[src/rtl/core/lss_pkg.sv]
// Shared types, constants and helpers for the literal string substitution unit.
// Used by lss_cell, lss_out_buf and literal_string_substitution_unit.
`timescale 1ns / 1ps

package lss_pkg;

  // Default pattern depth and fixed field widths.
  localparam int unsigned MaxPattern = 8;
  localparam int unsigned CharW      = 8;
  localparam int unsigned RegW       = 64;
  localparam int unsigned LenW       = 4;
  localparam int unsigned AddrW      = 5;
  localparam int unsigned MaxRepl    = 8;

  // Register indexes on the configuration port (paddr[4:3]).
  localparam logic [1:0] REG_PATTERN_BYTES     = 2'd0;
  localparam logic [1:0] REG_PATTERN_LENGTH    = 2'd1;
  localparam logic [1:0] REG_REPLACEMENT_BYTES = 2'd2;
  localparam logic [1:0] REG_REPLACEMENT_LEN   = 2'd3;

  // One result item on its way to the output port.
  typedef struct packed {
    logic [CharW-1:0] chr;
    logic             present;
    logic             last;
  } lss_result_t;

  // Per-cycle command to one window cell.
  typedef struct packed {
    logic wr;
    logic shift;
  } lss_cell_ctrl_t;

  // Selects byte k of a 64-bit word, byte 0 in the lowest bits.
  function automatic logic [CharW-1:0] pick_byte(logic [RegW-1:0] word, logic [2:0] k);
    return word[{k, 3'b000} +: CharW];
  endfunction

endpackage

[src/rtl/core/lss_cell.sv]
// One cell of the match window: holds one held byte and compares it with
// the pattern byte one place to its left. Depends on lss_pkg.
`timescale 1ns / 1ps

module lss_cell
  import lss_pkg::*;
(
  input  logic             clk_i,
  input  lss_cell_ctrl_t   ctrl_i,
  input  logic [CharW-1:0] din_i,
  input  logic [CharW-1:0] next_i,
  input  logic [CharW-1:0] pat_prev_i,
  output logic [CharW-1:0] byte_o,
  output logic             eq_prev_o
);

  logic [CharW-1:0] byte_q;

  // Load the incoming byte, or take the right-hand neighbour's byte on a shift.
  always_ff @(posedge clk_i) begin
    if (ctrl_i.wr) begin
      byte_q <= din_i;
    end else if (ctrl_i.shift) begin
      byte_q <= next_i;
    end
  end

  // After a shift this byte sits one place further left in the window.
  assign eq_prev_o = (byte_q == pat_prev_i);
  assign byte_o    = byte_q;

endmodule

[src/rtl/core/lss_out_buf.sv]
// Two-entry output buffer that decouples the result stream from the sequencer.
// Depends on lss_pkg for the result type.
`timescale 1ns / 1ps

module lss_out_buf
  import lss_pkg::*;
(
  input  logic        clk_i,
  input  logic        rst_ni,
  input  logic        push_i,
  input  lss_result_t data_i,
  output logic        space_o,
  output logic        valid_o,
  input  logic        ready_i,
  output lss_result_t data_o
);

  logic [1:0]  cnt_q, cnt_d;
  lss_result_t slot0_q, slot0_d;
  lss_result_t slot1_q, slot1_d;
  logic        pop;

  assign pop     = valid_o && ready_i;
  assign valid_o = (cnt_q != 2'd0);
  assign space_o = (cnt_q != 2'd2);
  assign data_o  = slot0_q;

  // Slot 0 is always the head; slot 1 only fills while the head is stalled.
  always_comb begin
    slot0_d = slot0_q;
    slot1_d = slot1_q;
    if (pop) begin
      slot0_d = (cnt_q == 2'd2) ? slot1_q : data_i;
      slot1_d = data_i;
    end else if (push_i) begin
      if (cnt_q == 2'd0) begin
        slot0_d = data_i;
      end else begin
        slot1_d = data_i;
      end
    end
    cnt_d = cnt_q + {1'b0, push_i} - {1'b0, pop};
  end

  // Occupancy count.
  always_ff @(posedge clk_i or negedge rst_ni) begin
    if (!rst_ni) begin
      cnt_q <= 2'd0;
    end else begin
      cnt_q <= cnt_d;
    end
  end

  // Payload slots.
  always_ff @(posedge clk_i) begin
    slot0_q <= slot0_d;
    slot1_q <= slot1_d;
  end

endmodule

[src/rtl/core/literal_string_substitution_unit.sv]
// Channel  | Direction | Signals                              | Contents
// s_axis   | in        | tvalid tready tdata tuser tlast      | text byte, byte flag, line end
// m_axis   | out       | tvalid tready tdata tuser tlast      | result byte, byte flag, line end
// apb      | in        | psel penable pwrite paddr pwdata ... | pattern and replacement setup
//
// An item with at most one result does not hold the input, so plain text flows at one byte
// per cycle while the output buffer has room. An item with n results holds the input until
// the rest are out, as the sequencer hands one result a cycle to the buffer while it has room.
// Reset clears the configuration, the fill count and the output buffer; the window cells
// are not reset. A stalled output absorbs one further result in the two-entry buffer.
// Top level of the literal string substitution unit. Depends on lss_pkg, lss_cell
// and lss_out_buf.
`timescale 1ns / 1ps

module literal_string_substitution_unit
  import lss_pkg::*;
#(
  parameter int unsigned MAX_PATTERN = MaxPattern
) (
  input  logic             clk_i,
  input  logic             rst_ni,
  // Input stream
  input  logic             s_axis_tvalid,
  output logic             s_axis_tready,
  input  logic [7:0]       s_axis_tdata,   // [7:0] in_char
  input  logic             s_axis_tuser,   // [0] char_present
  input  logic             s_axis_tlast,
  // Output stream
  output logic             m_axis_tvalid,
  input  logic             m_axis_tready,
  output logic [7:0]       m_axis_tdata,   // [7:0] out_char
  output logic             m_axis_tuser,   // [0] out_present
  output logic             m_axis_tlast,
  // Configuration port
  input  logic             psel,
  input  logic             penable,
  input  logic             pwrite,
  input  logic [AddrW-1:0] paddr,
  input  logic [RegW-1:0]  pwdata,
  output logic [RegW-1:0]  prdata,
  output logic             pready
);

  localparam int unsigned FillW = $clog2(MAX_PATTERN + 1);

  localparam logic [1:0] MODE_IDLE  = 2'd0;
  localparam logic [1:0] MODE_POP   = 2'd1;
  localparam logic [1:0] MODE_FLUSH = 2'd2;
  localparam logic [1:0] MODE_REPL  = 2'd3;

  // Configuration registers
  logic [RegW-1:0] pat_q, rep_q;
  logic [LenW-1:0] plen_q, rlen_q;
  logic            cfg_wr;
  logic [1:0]      cfg_idx;
  logic            pat_change;

  // Sequencer state
  logic [1:0]       mode_q, mode_d;
  logic [FillW-1:0] fill_q, fill_d;
  logic [LenW-1:0]  rix_q, rix_d;
  logic             done_q, done_d;

  // Datapath
  logic [CharW-1:0]      cell_byte [MAX_PATTERN];
  logic [MAX_PATTERN-1:0] eq_prev;
  lss_cell_ctrl_t        cell_ctrl [MAX_PATTERN];
  logic [CharW-1:0]      head;
  logic [LenW-1:0]       plen_eff, rlen_eff;
  logic [FillW-1:0]      fill_inc, fill_dec;
  logic                  prefix_ok, hit, full, post_hit;
  logic                  in_fire, shift_all, wr_en;
  logic [FillW-1:0]      wr_pos;
  logic                  push, buf_space;
  lss_result_t           push_data, out_data;
  logic [LenW-1:0]       rix_inc;

  // Configuration port: writes land on the access phase, reads are plain muxes.
  assign pready     = 1'b1;
  assign cfg_wr     = psel && penable && pwrite && pready;
  assign cfg_idx    = paddr[4:3];
  assign pat_change = cfg_wr &&
                      (cfg_idx == REG_PATTERN_BYTES || cfg_idx == REG_PATTERN_LENGTH);

  always_ff @(posedge clk_i or negedge rst_ni) begin
    if (!rst_ni) begin
      pat_q  <= '0;
      plen_q <= '0;
      rep_q  <= '0;
      rlen_q <= '0;
    end else if (cfg_wr) begin
      case (cfg_idx)
        REG_PATTERN_BYTES:     pat_q  <= pwdata;
        REG_PATTERN_LENGTH:    plen_q <= pwdata[LenW-1:0];
        REG_REPLACEMENT_BYTES: rep_q  <= pwdata;
        REG_REPLACEMENT_LEN:   rlen_q <= pwdata[LenW-1:0];
        default: ;
      endcase
    end
  end

  always_comb begin
    case (cfg_idx)
      REG_PATTERN_BYTES:     prdata = pat_q;
      REG_PATTERN_LENGTH:    prdata = {{(RegW-LenW){1'b0}}, plen_q};
      REG_REPLACEMENT_BYTES: prdata = rep_q;
      REG_REPLACEMENT_LEN:   prdata = {{(RegW-LenW){1'b0}}, rlen_q};
      default:               prdata = '0;
    endcase
  end

  // Effective lengths, clamped to the window depth and the replacement width.
  assign plen_eff = (plen_q > LenW'(MAX_PATTERN)) ? LenW'(MAX_PATTERN) : plen_q;
  assign rlen_eff = (rlen_q > LenW'(MaxRepl)) ? LenW'(MaxRepl) : rlen_q;

  // Row of window cells; cell 0 is the oldest held byte.
  for (genvar k = 0; k < MAX_PATTERN; k++) begin : g_cell
    logic [CharW-1:0] next_byte;
    logic [CharW-1:0] pat_prev;

    if (k == MAX_PATTERN - 1) begin : g_end
      assign next_byte = '0;
    end else begin : g_mid
      assign next_byte = cell_byte[k+1];
    end
    assign pat_prev = pick_byte(pat_q, 3'((k == 0) ? 0 : k - 1));

    assign cell_ctrl[k].wr    = wr_en && (wr_pos == FillW'(k));
    assign cell_ctrl[k].shift = shift_all;

    lss_cell u_cell (
      .clk_i      (clk_i),
      .ctrl_i     (cell_ctrl[k]),
      .din_i      (s_axis_tdata),
      .next_i     (next_byte),
      .pat_prev_i (pat_prev),
      .byte_o     (cell_byte[k]),
      .eq_prev_o  (eq_prev[k])
    );
  end

  assign head = cell_byte[0];

  // True when the held bytes after dropping the head still form a pattern prefix.
  always_comb begin
    prefix_ok = 1'b1;
    for (int k = 1; k < MAX_PATTERN; k++) begin
      if (FillW'(k) < fill_q && !eq_prev[k]) begin
        prefix_ok = 1'b0;
      end
    end
  end

  assign fill_inc = fill_q + 1'b1;
  assign fill_dec = fill_q - 1'b1;
  assign hit      = (s_axis_tdata == pick_byte(pat_q, 3'(fill_q)));
  assign post_hit = (s_axis_tdata == pick_byte(pat_q, 3'(fill_dec)));
  assign full     = (LenW'(fill_inc) == plen_eff);
  assign rix_inc  = rix_q + 1'b1;

  assign s_axis_tready = (mode_q == MODE_IDLE) && buf_space;
  assign in_fire       = s_axis_tvalid && s_axis_tready;

  // Sequencer: decides each cycle what the window does and which result leaves.
  always_comb begin
    mode_d    = mode_q;
    fill_d    = fill_q;
    rix_d     = rix_q;
    done_d    = done_q;
    push      = 1'b0;
    push_data = '0;
    shift_all = 1'b0;
    wr_en     = 1'b0;
    wr_pos    = fill_q;

    case (mode_q)
      MODE_IDLE: begin
        if (in_fire) begin
          if (s_axis_tuser && plen_eff == '0) begin
            // Substitution off: the byte passes straight through.
            push      = 1'b1;
            push_data = '{chr: s_axis_tdata, present: 1'b1, last: s_axis_tlast};
          end else if (s_axis_tuser && hit && full) begin
            // Whole pattern matched: start the replacement.
            fill_d = '0;
            if (rlen_eff != '0) begin
              push      = 1'b1;
              push_data = '{chr: pick_byte(rep_q, 3'd0), present: 1'b1,
                            last: s_axis_tlast && (rlen_eff == LenW'(1))};
              if (rlen_eff > LenW'(1)) begin
                mode_d = MODE_REPL;
                rix_d  = LenW'(1);
                done_d = s_axis_tlast;
              end
            end else if (s_axis_tlast) begin
              push      = 1'b1;
              push_data = '{chr: '0, present: 1'b0, last: 1'b1};
            end
          end else if (s_axis_tuser && hit && !s_axis_tlast) begin
            // Partial match grows: hold the byte.
            wr_en  = 1'b1;
            wr_pos = fill_q;
            fill_d = fill_inc;
          end else if (s_axis_tuser) begin
            // Release the oldest byte and append the new one in the same step; an empty window passes it on.
            push      = 1'b1;
            push_data = '{chr: (fill_q != '0) ? head : s_axis_tdata, present: 1'b1,
                          last: s_axis_tlast && (fill_q == '0)};
            shift_all = 1'b1;
            wr_en     = (fill_q != '0);
            wr_pos    = fill_dec;
            if (fill_q != '0) begin
              if (s_axis_tlast) begin
                mode_d = MODE_FLUSH;
              end else if (!(prefix_ok && post_hit)) begin
                mode_d = MODE_POP;
              end
            end
          end else if (s_axis_tlast) begin
            // Bare end mark: flush held bytes, or send the mark alone.
            push = 1'b1;
            if (fill_q == '0) begin
              push_data = '{chr: '0, present: 1'b0, last: 1'b1};
            end else begin
              push_data = '{chr: head, present: 1'b1, last: (fill_q == FillW'(1))};
              shift_all = 1'b1;
              fill_d    = fill_dec;
              if (fill_q > FillW'(1)) begin
                mode_d = MODE_FLUSH;
              end
            end
          end
        end
      end
      MODE_POP: begin
        if (buf_space) begin
          push      = 1'b1;
          push_data = '{chr: head, present: 1'b1, last: 1'b0};
          shift_all = 1'b1;
          fill_d    = fill_dec;
          if (!(fill_q > FillW'(1) && !prefix_ok)) begin
            mode_d = MODE_IDLE;
          end
        end
      end
      MODE_FLUSH: begin
        if (buf_space) begin
          push      = 1'b1;
          push_data = '{chr: head, present: 1'b1, last: (fill_q == FillW'(1))};
          shift_all = 1'b1;
          fill_d    = fill_dec;
          if (fill_q == FillW'(1)) begin
            mode_d = MODE_IDLE;
          end
        end
      end
      MODE_REPL: begin
        if (buf_space) begin
          push      = 1'b1;
          push_data = '{chr: pick_byte(rep_q, 3'(rix_q)), present: 1'b1,
                        last: done_q && (rix_inc == rlen_eff)};
          rix_d     = rix_inc;
          if (rix_inc == rlen_eff) begin
            mode_d = MODE_IDLE;
          end
        end
      end
      default: begin
        mode_d = MODE_IDLE;
      end
    endcase

    // A new pattern empties the window and abandons any release in progress.
    if (pat_change) begin
      fill_d = '0;
      if (mode_d == MODE_POP || mode_d == MODE_FLUSH) begin
        mode_d = MODE_IDLE;
      end
    end
  end

  // Sequencer control registers.
  always_ff @(posedge clk_i or negedge rst_ni) begin
    if (!rst_ni) begin
      mode_q <= MODE_IDLE;
      fill_q <= '0;
      rix_q  <= '0;
      done_q <= 1'b0;
    end else begin
      mode_q <= mode_d;
      fill_q <= fill_d;
      rix_q  <= rix_d;
      done_q <= done_d;
    end
  end

  // Output buffer and port mapping.
  lss_out_buf u_out_buf (
    .clk_i   (clk_i),
    .rst_ni  (rst_ni),
    .push_i  (push),
    .data_i  (push_data),
    .space_o (buf_space),
    .valid_o (m_axis_tvalid),
    .ready_i (m_axis_tready),
    .data_o  (out_data)
  );

  assign m_axis_tdata = out_data.chr;
  assign m_axis_tuser = out_data.present;
  assign m_axis_tlast = out_data.last;

  // The window only ever holds a proper prefix of the pattern.
  a_fill_bound: assert property (@(posedge clk_i) disable iff (!rst_ni)
    fill_q == '0 || LenW'(fill_q) < plen_eff)
    else $error("window fill reached the pattern length");

  // Replacement output only runs with an empty window.
  a_repl_empty: assert property (@(posedge clk_i) disable iff (!rst_ni)
    mode_q == MODE_REPL |-> fill_q == '0)
    else $error("replacement started with held bytes");

  // Releasing or flushing always has a byte to send.
  a_release_nonempty: assert property (@(posedge clk_i) disable iff (!rst_ni)
    (mode_q == MODE_POP || mode_q == MODE_FLUSH) |-> fill_q != '0)
    else $error("release with an empty window");

  // The end of a line leaves nothing held.
  a_line_end_empty: assert property (@(posedge clk_i) disable iff (!rst_ni)
    (push && push_data.last) |=> fill_q == '0)
    else $error("bytes still held after the end of a line");

  // Results are only produced when the output buffer has room.
  a_no_overflow: assert property (@(posedge clk_i) disable iff (!rst_ni)
    push |-> buf_space)
    else $error("result pushed into a full output buffer");

endmodule
[config.mk]
export PLATFORM = sky130hd
export DESIGN_NAME = literal_string_substitution_unit
export DESIGN_NICKNAME = d
export VERILOG_FILES = /design/src/rtl/core/lss_pkg.sv /design/src/rtl/core/lss_cell.sv /design/src/rtl/core/lss_out_buf.sv /design/src/rtl/core/literal_string_substitution_unit.sv
export SDC_FILE = /design/constraint.sdc
export NUM_CORES = 1
export LEC_CHECK = 0
export BUFFER_PORTS_ARGS = -buffer_cell sky130_fd_sc_hd__buf_2
export CAP_MARGIN = 40
export CORE_MARGIN = 4
export CORE_UTILIZATION = 30
export DETAILED_ROUTE_END_ITERATION = 8
export GPL_ROUTABILITY_DRIVEN = 0
export PLACE_DENSITY = 0.46
export SLEW_MARGIN = 20
export SYNTH_ARGS = -nofsm -noshare
export SYNTH_HDL_FRONTEND = slang
export SYNTH_HIERARCHICAL = 1
export SYNTH_SLANG_ARGS = --single-unit
[constraint.sdc]
create_clock -name clk_i -period 10 [get_ports clk_i]
set_input_delay 0.5 -clock clk_i [delete_from_list [all_inputs] [get_ports clk_i]]
set_output_delay 0.5 -clock clk_i [all_outputs]
set_load 0.1 [all_outputs]
==> results of run 1 <==
sequential cells by signal (all words and copies together) (netlist names):
signal                count
u_out_buf/slot1_q        10
rlen_q                    4
rep_q                    64
plen_q                    4
fill_q                    4
u_out_buf/cnt_q           2
mode_q                    2
pat_q                    64
done_q                    1
rix_q                     4
u_out_buf/data_o         10
g_cell.u_cell/byte_o     64
area by class of cell:
class | count | area share (%)
sequential | 233 | 37.3
tap | 607 | 4.53
inverter | 13 | 0.291
clock inverter | 19 | 1.27
clock buffer | 35 | 4.46
multi-input combinational | 836 | 45.2
timing repair buffer | 188 | 6.99
routing by layer:
layer  global-route usage, %  vias to the layer above  routed length [um]
met3                    3.85                       96                2990
met2                    30.1                      335               22400
met5                       0                        -                  48
met1                    25.4                     5077               21300
li1                        -                     4589                   -
met4                    6.09                        8                1770
path summary, 6_finish.rpt:
path	endpoint	slack [ns]	cells past startpoint
max	g_cell[1].u_cell/byte_o[3]	5.32	11
min	pat_q[27]	0.17	2
max reg2reg	g_cell[1].u_cell/byte_o[3]	5.32	11
min reg2reg	done_q	0.53	1
max in group asynchronous	fill_q[0]	8.49	5
min in group asynchronous	pat_q[43]	0.25	2
metrics by stage:
step | area, um^2 | cells | power, mW
2_1_floorplan | 14200 | 1154 | 3.73
3_3_place_gp | 15500 | 1855 | 4.36
3_5_place_dp | 15700 | 1871 | 4.40
4_1_cts | 16700 | 1926 | 5.49
5_1_grt | 16800 | 1931 | 5.75
6_report | 16800 | 1931 | 5.48
power by group through the flow:
stage / combinational [mW] / clock (mW) / sequential (mW)
floorplan: 1.92 / 0 / 1.81
global placement: 2.44 / 0 / 1.92
detailed placement: 2.48 / 0 / 1.92
CTS: 2.49 / 1.09 / 1.91
global route: 2.70 / 1.13 / 1.92
finish: 2.52 / 1.07 / 1.89
repair_timing:
item | CTS | global route
endpoints found under the hold margin | 51 | 0
gates resized for setup | 0 | 0
hold buffers | 1 | 0
setup endpoints to repair | 0 | 0
setup buffers | 0 | 0
critical path: stages (launching register included):
cell      delay, ns
dfrtp_1        0.89
ha_1           0.49
xnor2_1        0.15
and3_1         0.21
o31ai_1        0.73
and2_1         0.28
o211ai_2       0.22
and3_1         0.26
nor3_1         0.37
nor2_1         0.18
buf_4          0.24
or2_1          0.36
==> summary by stage, run 1 <==
Clocking
The cell at the root of the clock tree is clkbuf_16. The number of sinks driven by the clock tree is between 200 and 250. The clock edge transition at the registers on the reported setup and hold paths is 0.06 ns. The clock insertion delay at the later pin of the skew report is 0.58 ns. The longest clock path from root to sink contains 3 buffers. Counting the buffers created by CTS gives 29. In this run the number of H-tree levels came out at 1. The CTS tree is done.

STA
The smallest clock period supported by the final layout is computed as 4.68 ns. In the finished design, the share of the clock period the worst path needs comes to 46.8%. Setup repair after global routing left no endpoint under its margin.

The worst clock skew is 0.0171 ns. Static timing analysis puts the maximum clock frequency at 214 MHz. The worst-case hold slack is about 0.17 ns. The number of pins exceeding their max-slew limit in the final report is 0. The setup TNS after final layout is 0 ns.

The final hold violation count is 0. The final setup violation count is 0. The worst relative slew slack is 41.8%. For the pin with the worst max-slew slack, the measured transition is 0.865 ns. The least setup slack across all paths after layout is between 5 and 6 ns.

Detailed routing
After detailed routing, the number of remaining DRC violations is 0. After detailed routing, the average wire length per cell comes to ~25 um. Wires add up to 48.5 mm. The vias after detailed routing is 10.1k. Dividing the detail-routed via count by the number of cells gives 5.23. The first-pass detailed-route iteration total is 5. The number of nets with antenna violations after detailed routing is 0. The detailed router finished its first iteration with 592 violations.

Placed design
The worst setup timing slack at the placement stage is 4.96 ns. The placed wire-length estimate is approximately 37 mm. In this run the tool buffered the top-level ports with 158 buffer cells.

Synthesis
The post-synth design cell area is approximately 14000 um^2. The average cell area after synthesis is 12.4 um^2. In the synthesized netlist, the number of instances is about 1.1k. The total number of yosys warnings is 6.

Pwr
The total internal power is 3.13 mW. The analysis attributes to cell leakage a power of 6.93 nW. Of the total power, registers draw 34.5%. The proportion of total power due to net switching is roughly 43%. The worst ir drop on vdd is 199 uV. The total power divided by cell area is 327 nW/um^2.

In this run, the combinational gates consume between 40% and 50% of the power. In this run the power spent charging and discharging nets is 2.34 mW. The portion of total power attributed to the clock network is 19.5%.

Floorplanning
The region available for standard cell placement spans 46700 um^2. The number of placed I/O pins is 163. The initial utilization of the core area, before any placement, comes to 30.4%.

The die width is 226 um. The standard-cell row count is 79. The area enclosed by the die boundary is approximately 51000 um^2. The die is about 230 um tall.

Setup path
The kind of launch point of the worst setup path is a flip-flop. The maximum fanout count along the critical path is 20. The worst setup path is of the flip-flop to flip-flop kind. The startpoint of the worst setup timing path is fill_q[1].

The startpoint identified for the worst register-to-register timing path is fill_q[1]. The type of destination of the critical path is a flip-flop. The required arrival time at the worst endpoint is 10.28 ns.

At the worst endpoint, the arrival time is 4.96 ns.

GRT
The initial antenna violation count came to 4. The global routing usage summed across all routing layers is a little under a fifth. After global routing the overflow that remains totals 0. The via count of the first global-routing pass came to 10.3k. The first-pass GRT wire length is between 70 and 80 mm.

The pin count of the biggest net entering global routing is 80.

Status
The flow ran to the end, and the final reports show no timing, DRC or antenna violations.

Finish
The final core utilization is 35.9%. The number of inserted filler cells in the final layout is between 4k and 5k. The area of combinational cells with multiple inputs is 7580 um^2. The share of post-route cells with drive strength above 1 is 39.4%. In the final layout, flip-flops and latches occupy 6250 um^2. Relative to the synthesized area, the layout overhead comes to 18.1%. The number of antenna diodes in the final layout is 0. For this run, the post-layout net count is 1396.

The library cells used most frequently in the layout, excluding fill and tap cells, are 167 x mux2_2, 156 x buf_2, 148 x dfrtp_1, 117 x nor2_1, 90 x mux2i_1. Leaving out fill and tap cells, the most frequent cell in the layout is mux2_2.

Hold path
The launch point of the worst hold path is pwdata[27]. The classification of the worst-slack hold path is input port to flip-flop.

Run
The max-cap check violation count is 0.
Power figures use the tool's default switching activity.
==> run 2: changes to the inputs <==
PLACE_DENSITY = 0.47   (was 0.46)
clock period = 3.89 ns   (was 10 ns; I/O delays follow)
==> run 2 against run 1 <==
Effect of this change:
- via count up 6.1%
- hold slack worse by 0.12 ns
- fmax is 21% higher
- wire length grew 7.7%
- final cell count grew 7.2%
- largest cell class unchanged
- clock skew fell by 0.0013 ns
- core utilization grew 2.5 points
- global-route usage is 1.6 points higher
- first-iteration DRC count rose by 22%
- sequential share of layout area decreased by 2.4 points
- highest routed layer is now met4
- sequential power increased by 140%
==> summary by stage, run 2 (synthesized netlist as in run 1, its figures left out) <==
Status
The run finished with clean final reports.

GRT
The pin count of the biggest net entering global routing was 117 (+46%). The global routing usage summed across all routing layers came to 20.3% (+1.6 points). The initial antenna violation count is 1 (-3). The via count of the first global-routing pass is 11.0k (+6.9%).

The first-pass GRT wire length is 76.4 mm (+8.2%). The total overflow reported by the global router came to 0 (unchanged).

Clocking
The post-CTS setup buffer count was 0 (unchanged). The CTS buffer count came to 27 (-6.9%). In this run the clock root is driven by a clkbuf_16. The number of levels in the clock H-tree is 1 (unchanged).

The CTS tree is done. The clock edge transition at the registers on the reported setup and hold paths was 0.07 ns (about the same). The number of buffers on the longest clock path is 3 (unchanged). The clock insertion delay at the later pin of the skew report is 0.56 ns (-0.02 ns).

The number of sinks driven by the clock tree is 233 (unchanged).

Detailed routing
The vias after detailed routing is 10.7k (+6.1%). The number of DRC violations after detailed routing came to 0 (unchanged). The initial DRC count is 723 (+22%). The vias per cell came to 5.18 (-1.0%).

The total wirelength of the detailed-routed design is 52.2 mm (+7.7%). The first-pass detailed-route iteration total is 5 (unchanged). The average detailed-routed wire length per instance is 25.2 um (+0.46%). The number of nets with antenna violations after detailed routing is 0 (unchanged).

Placed design
The placed wire-length estimate is 39.9 mm (+9.1%). The quantity of I/O buffers inserted on ports is 158 (unchanged). The worst setup timing slack at the placement stage is -0.00842 ns (-4.96 ns). The number of cells after detailed placement is 1953 (+4.4%).

Setup path
In this run the critical register-to-register path is launched from fill_q[0]. The critical path arrival is 4.08 ns (-0.88 ns). The required arrival time at the worst endpoint is 4.11 ns (-6.17 ns). The maximum fanout count along the critical path is 25 (+25%). STA classifies the critical path endpoint as a flip-flop.

The worst setup path is launched from a flip-flop. The cell count of the worst reg-to-reg path came to 15 (+4). The setup slack of the most critical reg-to-reg path was 0.03 ns (-5.30 ns). The class of the most critical setup path is flip-flop to flip-flop.

The reg-to-reg critical path endpoint is g_cell[0].u_cell/byte_o[5].

STA
The worst clock skew was 0.0157 ns (-0.00132 ns). The peak clock frequency supported by timing is 259 MHz (+21%). The least setup slack across all paths after layout is 0.0276 ns (-5.30 ns). The worst-margin pin slew is 0.859 ns (-0.00656 ns).

The final hold violation count is 0 (unchanged). The number of pins exceeding their max-slew limit in the final report was 0 (unchanged). The final setup violation count was 0 (unchanged).

Setup repair after global routing could not meet its margin everywhere. The share of the clock period used by the worst path after layout is 99.3% (+53 points). The clock period minus worst slack was 3.86 ns (-0.814 ns). The worst relative slew slack is 42.8% (+0.93 points).

Floorplanning
The floorplan die height came to 226 um (unchanged). The die width is 226 um (unchanged). The effective utilization at floorplan came to 30.4% (unchanged). The core box area was 46700 um^2 (unchanged). The standard-cell row count is 79 (unchanged). The number of placed I/O pins was 163 (unchanged). The area enclosed by the die boundary came to 50900 um^2 (unchanged).

Pwr
The sequential cell fraction of total power was 30.9% (-3.6 points). The portion of total power attributed to the clock network is 18.1% (-1.4 points). The leakage power is 7.55 nW (+9.0%). The worst ir drop on vdd is 404 uV (+100%). The switching power of the nets is 6.25 mW (+170%). The total power divided by cell area was 814 nW/um^2 (+150%). The combinational fraction of design power is 51.0% (+5.0 points). The power consumption is 14.6 mW (+170%). The proportion of total power due to net switching was 42.8% (+0.060 points). The total internal power is 8.34 mW (+170%).

Finish
Leaving out fill and tap cells, the most frequent cell in the layout is mux2_2. The final non-filler cell total is 2070 (+7.2%). In the layout the commonest cells are 167 x mux2_2, 156 x buf_2, 148 x dfrtp_1, 114 x nor2_1, 98 x buf_4.

The post-layout net count was 1535 (+10%). The number of inserted filler cells in the final layout is 4589 (-1.1%). The synthesis-to-layout area growth is 26.2%. The share of post-route cells with drive strength above 1 was 41.5% (+2.2 points).

Hold path
The instance count along the most critical hold path was 3 (+1). The startpoint identified for the worst hold timing path is m_axis_tready. For hold timing, the worst endpoint is u_out_buf/cnt_q[1]. The min-delay analysis places its worst path in the category input port to flip-flop.

Run
The max-cap check violation count is 0 (unchanged).
[run 2: cell types whose count changed in the layout (fill, tap and decap cells not counted), sizes merged]
| cell | before | now |
|---|---|---|
| dlygate4sd3 | 1 | 65 |
| bufinv | 4 | 3 |
| clkinv | 10 | 7 |
| clkbuf | 36 | 37 |
| clkinvlp | 3 | 1 |
| diode | 0 | 2 |
| buf | 186 | 264 |
[run 2: power by group through the flow]
stage / Combinational, mW / Sequential [mW] / Clock (mW)
after CTS: 7.39 / 4.51 / 2.71
after detailed placement: 7.30 / 4.56 / 0
final: 7.44 / 4.50 / 2.64
after global routing: 7.90 / 4.60 / 2.80
after global placement: 7.24 / 4.55 / 0
after floorplan: 4.93 / 4.66 / 0
[run 2: repair_timing]
| action | in CTS | in global routing |
|---|---|---|
| hold endpoints to repair | 169 | 0 |
| gates resized for setup | 2 | 8 |
| setup endpoints to repair | 8 | 103 |
| hold buffers | 65 | 0 |
[run 2: cell type report]
| type | instances | area, um^2 | area share (%) |
|---|---|---|---|
| Antenna cell | 2 | 5.00 | 0.0279 |
| Sequential cell | 233 | 6250 | 34.9 |
| Timing Repair Buffer | 329 | 2350 | 13.1 |
| Clock inverter | 13 | 144 | 0.802 |
| Inverter | 13 | 48.8 | 0.272 |
| Tap cell | 607 | 759 | 4.24 |
| Clock buffer | 37 | 763 | 4.26 |
| Multi-Input combinational cell | 836 | 7610 | 42.4 |
[run 2: worst max-delay path by stage]
| stage | startpoint | end | slack (ns) | depth (start not counted) |
|---|---|---|---|---|
| finish | fill_q[0] | g_cell[0].u_cell/byte_o[5] | 0.03 | 15 |
| global route | fill_q[0] | g_cell[5].u_cell/byte_o[1] | -0.15 | 14 |
| CTS | fill_q[0] | g_cell[3].u_cell/byte_o[7] | 0.02 | 15 |
| detailed placement | fill_q[0] | g_cell[6].u_cell/byte_o[4] | -0.008 | 14 |
| global placement | fill_q[0] | g_cell[6].u_cell/byte_o[2] | 0.06 | 12 |
| floorplan | fill_q[0] | g_cell[2].u_cell/byte_o[0] | 0.002 | 16 |
[run 2: critical path, stage by stage (launching register included)]
cell	delay (ns)
dfrtp_2	0.43
buf_12	0.22
buf_4	0.23
mux2i_1	0.28
a22o_1	0.24
o21a_1	0.15
nor4_2	0.05
buf_4	0.15
nand4_4	0.10
buf_4	0.18
nor2_1	0.06
buf_4	0.19
or3_1	0.37
a21oi_1	0.29
buf_4	0.24
or2_1	0.32
[run 2: per-stage QoR]
stage	setup TNS, ns	hold slack [ns]	utilization, %	instance area [um^2]
after floorplan	0	-0.101	-	14200
after detailed placement	-0.0663	0.116	35.0	16300
after global placement	0	0.115	35.0	16300
after global routing	-5.23	0.0710	38.4	17900
final	0	0.0468	38.4	17900
after CTS	0	0.0199	38.4	17900
[run 2: routing by layer]
metal	up-vias	share of wire (%)	GRT usage, %
met4	0	3.1	5.63
met5	-	0	0
met3	70	6.7	4.52
met1	5414	43	27.3
met2	379	47	33.0
li1	4860	-	-
==> run 3: changes to the inputs <==
CORE_UTILIZATION = 25   (was 30)
PLACE_DENSITY = 0.4   (was 0.47)
clock period = 4.75 ns   (was 3.89 ns; I/O delays follow)
==> run 3 against run 2 <==
Effect of this change:
- register-to-register slack gained 0.67 ns
- worst setup slack better by 0.67 ns
- clock skew shrank 0.0033 ns
- flip-flop and latch count unchanged
- combinational power fell by 23%
- global-route usage is 2.5 points lower
- clock power decreased by 13%
- critical endpoint is now u_out_buf/data_o[3]
- largest power group unchanged
==> summary by stage, run 3 (synthesized netlist as in run 1, its figures left out) <==
Clocking
The number of levels in the clock H-tree is 1 (unchanged). The number of buffers on the longest clock path is 3 (unchanged). The CTS tree is done. The quantity of gates resized following cts is 0 (-2). The number of sinks driven by the clock tree is 233 (unchanged). The clock insertion delay at the later pin of the skew report came to 0.57 ns (about the same). The cell at the root of the clock tree is clkbuf_16. The clock edge transition at the registers on the reported setup and hold paths was 0.06 ns (about the same).

The CTS buffer count came to 29 (+7.4%). The post-CTS setup buffer count is 0 (unchanged). The post-cts hold buffer count was 65 (unchanged).

STA
The worst-case hold slack is 0.0456 ns (-0.00124 ns). The final hold violation count is 0 (unchanged). The clock period minus worst slack was 4.06 ns (+0.193 ns). The peak clock frequency supported by timing is 247 MHz (-4.8%). The setup TNS after final layout is 0 ns (unchanged).

The worst-margin pin slew came to 0.791 ns (-0.0679 ns). The number of pins exceeding their max-slew limit in the final report came to 0 (unchanged). The final setup violation count came to 0 (unchanged). The share of the clock period used by the worst path after layout came to 85.4% (-14 points). The worst relative slew slack is 45.8% (+3.0 points). The worst clock skew came to 0.0124 ns (-0.00331 ns). Setup repair after global routing left no endpoint under its margin.

GRT
The global routing usage summed across all routing layers is 17.7% (-2.5 points). The initial antenna violation count is 4 (+3). The total overflow reported by the global router is 0 (unchanged). The first-pass GRT wire length is 79.1 mm (+3.5%).

The pin count of the biggest net entering global routing came to 80 (-32%). The via count of the first global-routing pass is 11.1k (+0.98%).

Floorplanning
The standard-cell row count is 87 (+10%). The number of placed I/O pins is 163 (unchanged). The floorplan die height is 246 um (+9.2%). The core box area was 56300 um^2 (+21%). The area enclosed by the die boundary is 60700 um^2 (+19%).

The effective utilization at floorplan came to 25.2% (-5.2 points). The die width is 246 um (+9.2%).

Detailed routing
The number of DRC violations after detailed routing is 0 (unchanged). The number of nets with antenna violations after detailed routing was 0 (unchanged). The total wirelength of the detailed-routed design is 54.3 mm (+4.0%). The vias after detailed routing was 10.6k (-1.0%). The vias per cell is 4.87 (-5.9%).

The initial DRC count is 684 (-5.4%). The first-pass detailed-route iteration total is 5 (unchanged). The average detailed-routed wire length per instance is 25.0 um (-1.1%).

Setup path
The critical path arrival is 4.30 ns (+0.22 ns). The maximum fanout count along the critical path came to 12 (-52%). The required arrival time at the worst endpoint was 5.00 ns (+0.89 ns). The critical path is of the flip-flop to flip-flop type.

The setup slack of the most critical reg-to-reg path is 0.69 ns (+0.67 ns). The type of destination of the critical path is a flip-flop. The worst setup path is launched from a flip-flop.

Placed design
The placed wire-length estimate is 41.7 mm (+4.5%). The area of placed instances is 16200 um^2 (-1.1%). The quantity of I/O buffers inserted on ports is 158 (unchanged).

Run
The max-cap check violation count is 0 (unchanged).

Finish
The share of post-route cells with drive strength above 1 is 39.2% (-2.4 points). The most common cell after layout, fill and taps aside is mux2_2. The final core utilization came to 31.6% (-6.8 points). The area of combinational cells with multiple inputs is 7580 um^2 (-0.39%). The total area of sequential cells is 6250 um^2 (unchanged). Compared with the post-synthesis result, the final layout area differs by 25.4%. The post-layout net count came to 1494 (-2.7%). In the layout the commonest cells are 167 x mux2_2, 156 x buf_2, 148 x dfrtp_1, 117 x nor2_1, 90 x mux2i_1. The number of inserted diodes is 0 (-2). The final non-filler cell area was 17800 um^2 (-0.68%). The number of inserted filler cells in the final layout is 5781 (+26%).

Status
The flow ran to the end, and the final reports show no timing, DRC or antenna violations.

Hold path
In this run the worst hold path is classified as input port to async pin.

Pwr
The worst ir drop on vdd was 407 uV (+0.69%). The total power divided by cell area is 667 nW/um^2 (-18%). The leakage power is 7.35 nW (-2.6%).
run 3: cell type report:
type,instances,area share (%)
clock buffer,36,4.22
clock inverter,18,1.26
inverter,13,0.274
multi-input combinational,836,42.6
sequential,233,35.1
tap,756,5.31
timing repair buffer,286,11.3
run 3: per-stage QoR:
step                power, mW  worst slack [ns]  std cells
floorplan                7.86             0.791       1154
global placement         9.51             0.517       2053
detailed placement       9.55             0.756       2058
CTS                      12.0             0.723       2177
global route             12.5             0.422       2178
finish                   11.9             0.694       2178
run 3: per-layer routing:
layer	GRT usage, %	vias to the layer above	routed length [um]
li1	-	4772	-
met1	23.9	5394	24300
met2	29.0	344	25200
met3	3.22	96	2800
met4	5.59	8	1980
met5	0	-	55
run 3: worst max-delay path, cell delays in order (launching register included):
cell and delay [ns]:
dfrtp_1 0.69, buf_4 0.27, mux4_2 0.38, mux2i_1 0.19, xnor2_1 0.10, a211oi_2 0.32
and4_1 0.38, nand2_1 0.18, a21oi_2 0.20, o41ai_1 0.10, a21boi_0 0.48, mux2_2 0.44
run 3: power by group:
part           switching, mW  total (mW)  internal (mW)
Sequential             0.784        3.85           3.07
Clock                  0.909        2.30           1.39
Combinational           3.42        5.72           2.30
Total                   5.11        11.9           6.76
run 3: final timing paths:
check                      depth (start not counted)                  end          start
setup reg to reg                                  11  u_out_buf/data_o[3]      fill_q[1]
min in group clk_i                                 3   u_out_buf/cnt_q[1]  m_axis_tready
hold / removal                                     2            rep_q[45]         rst_ni
setup / recovery                                  11  u_out_buf/data_o[3]      fill_q[1]
hold reg to reg                                    1             rix_q[3]       rix_q[3]
max in group asynchronous                          4             rep_q[9]         rst_ni
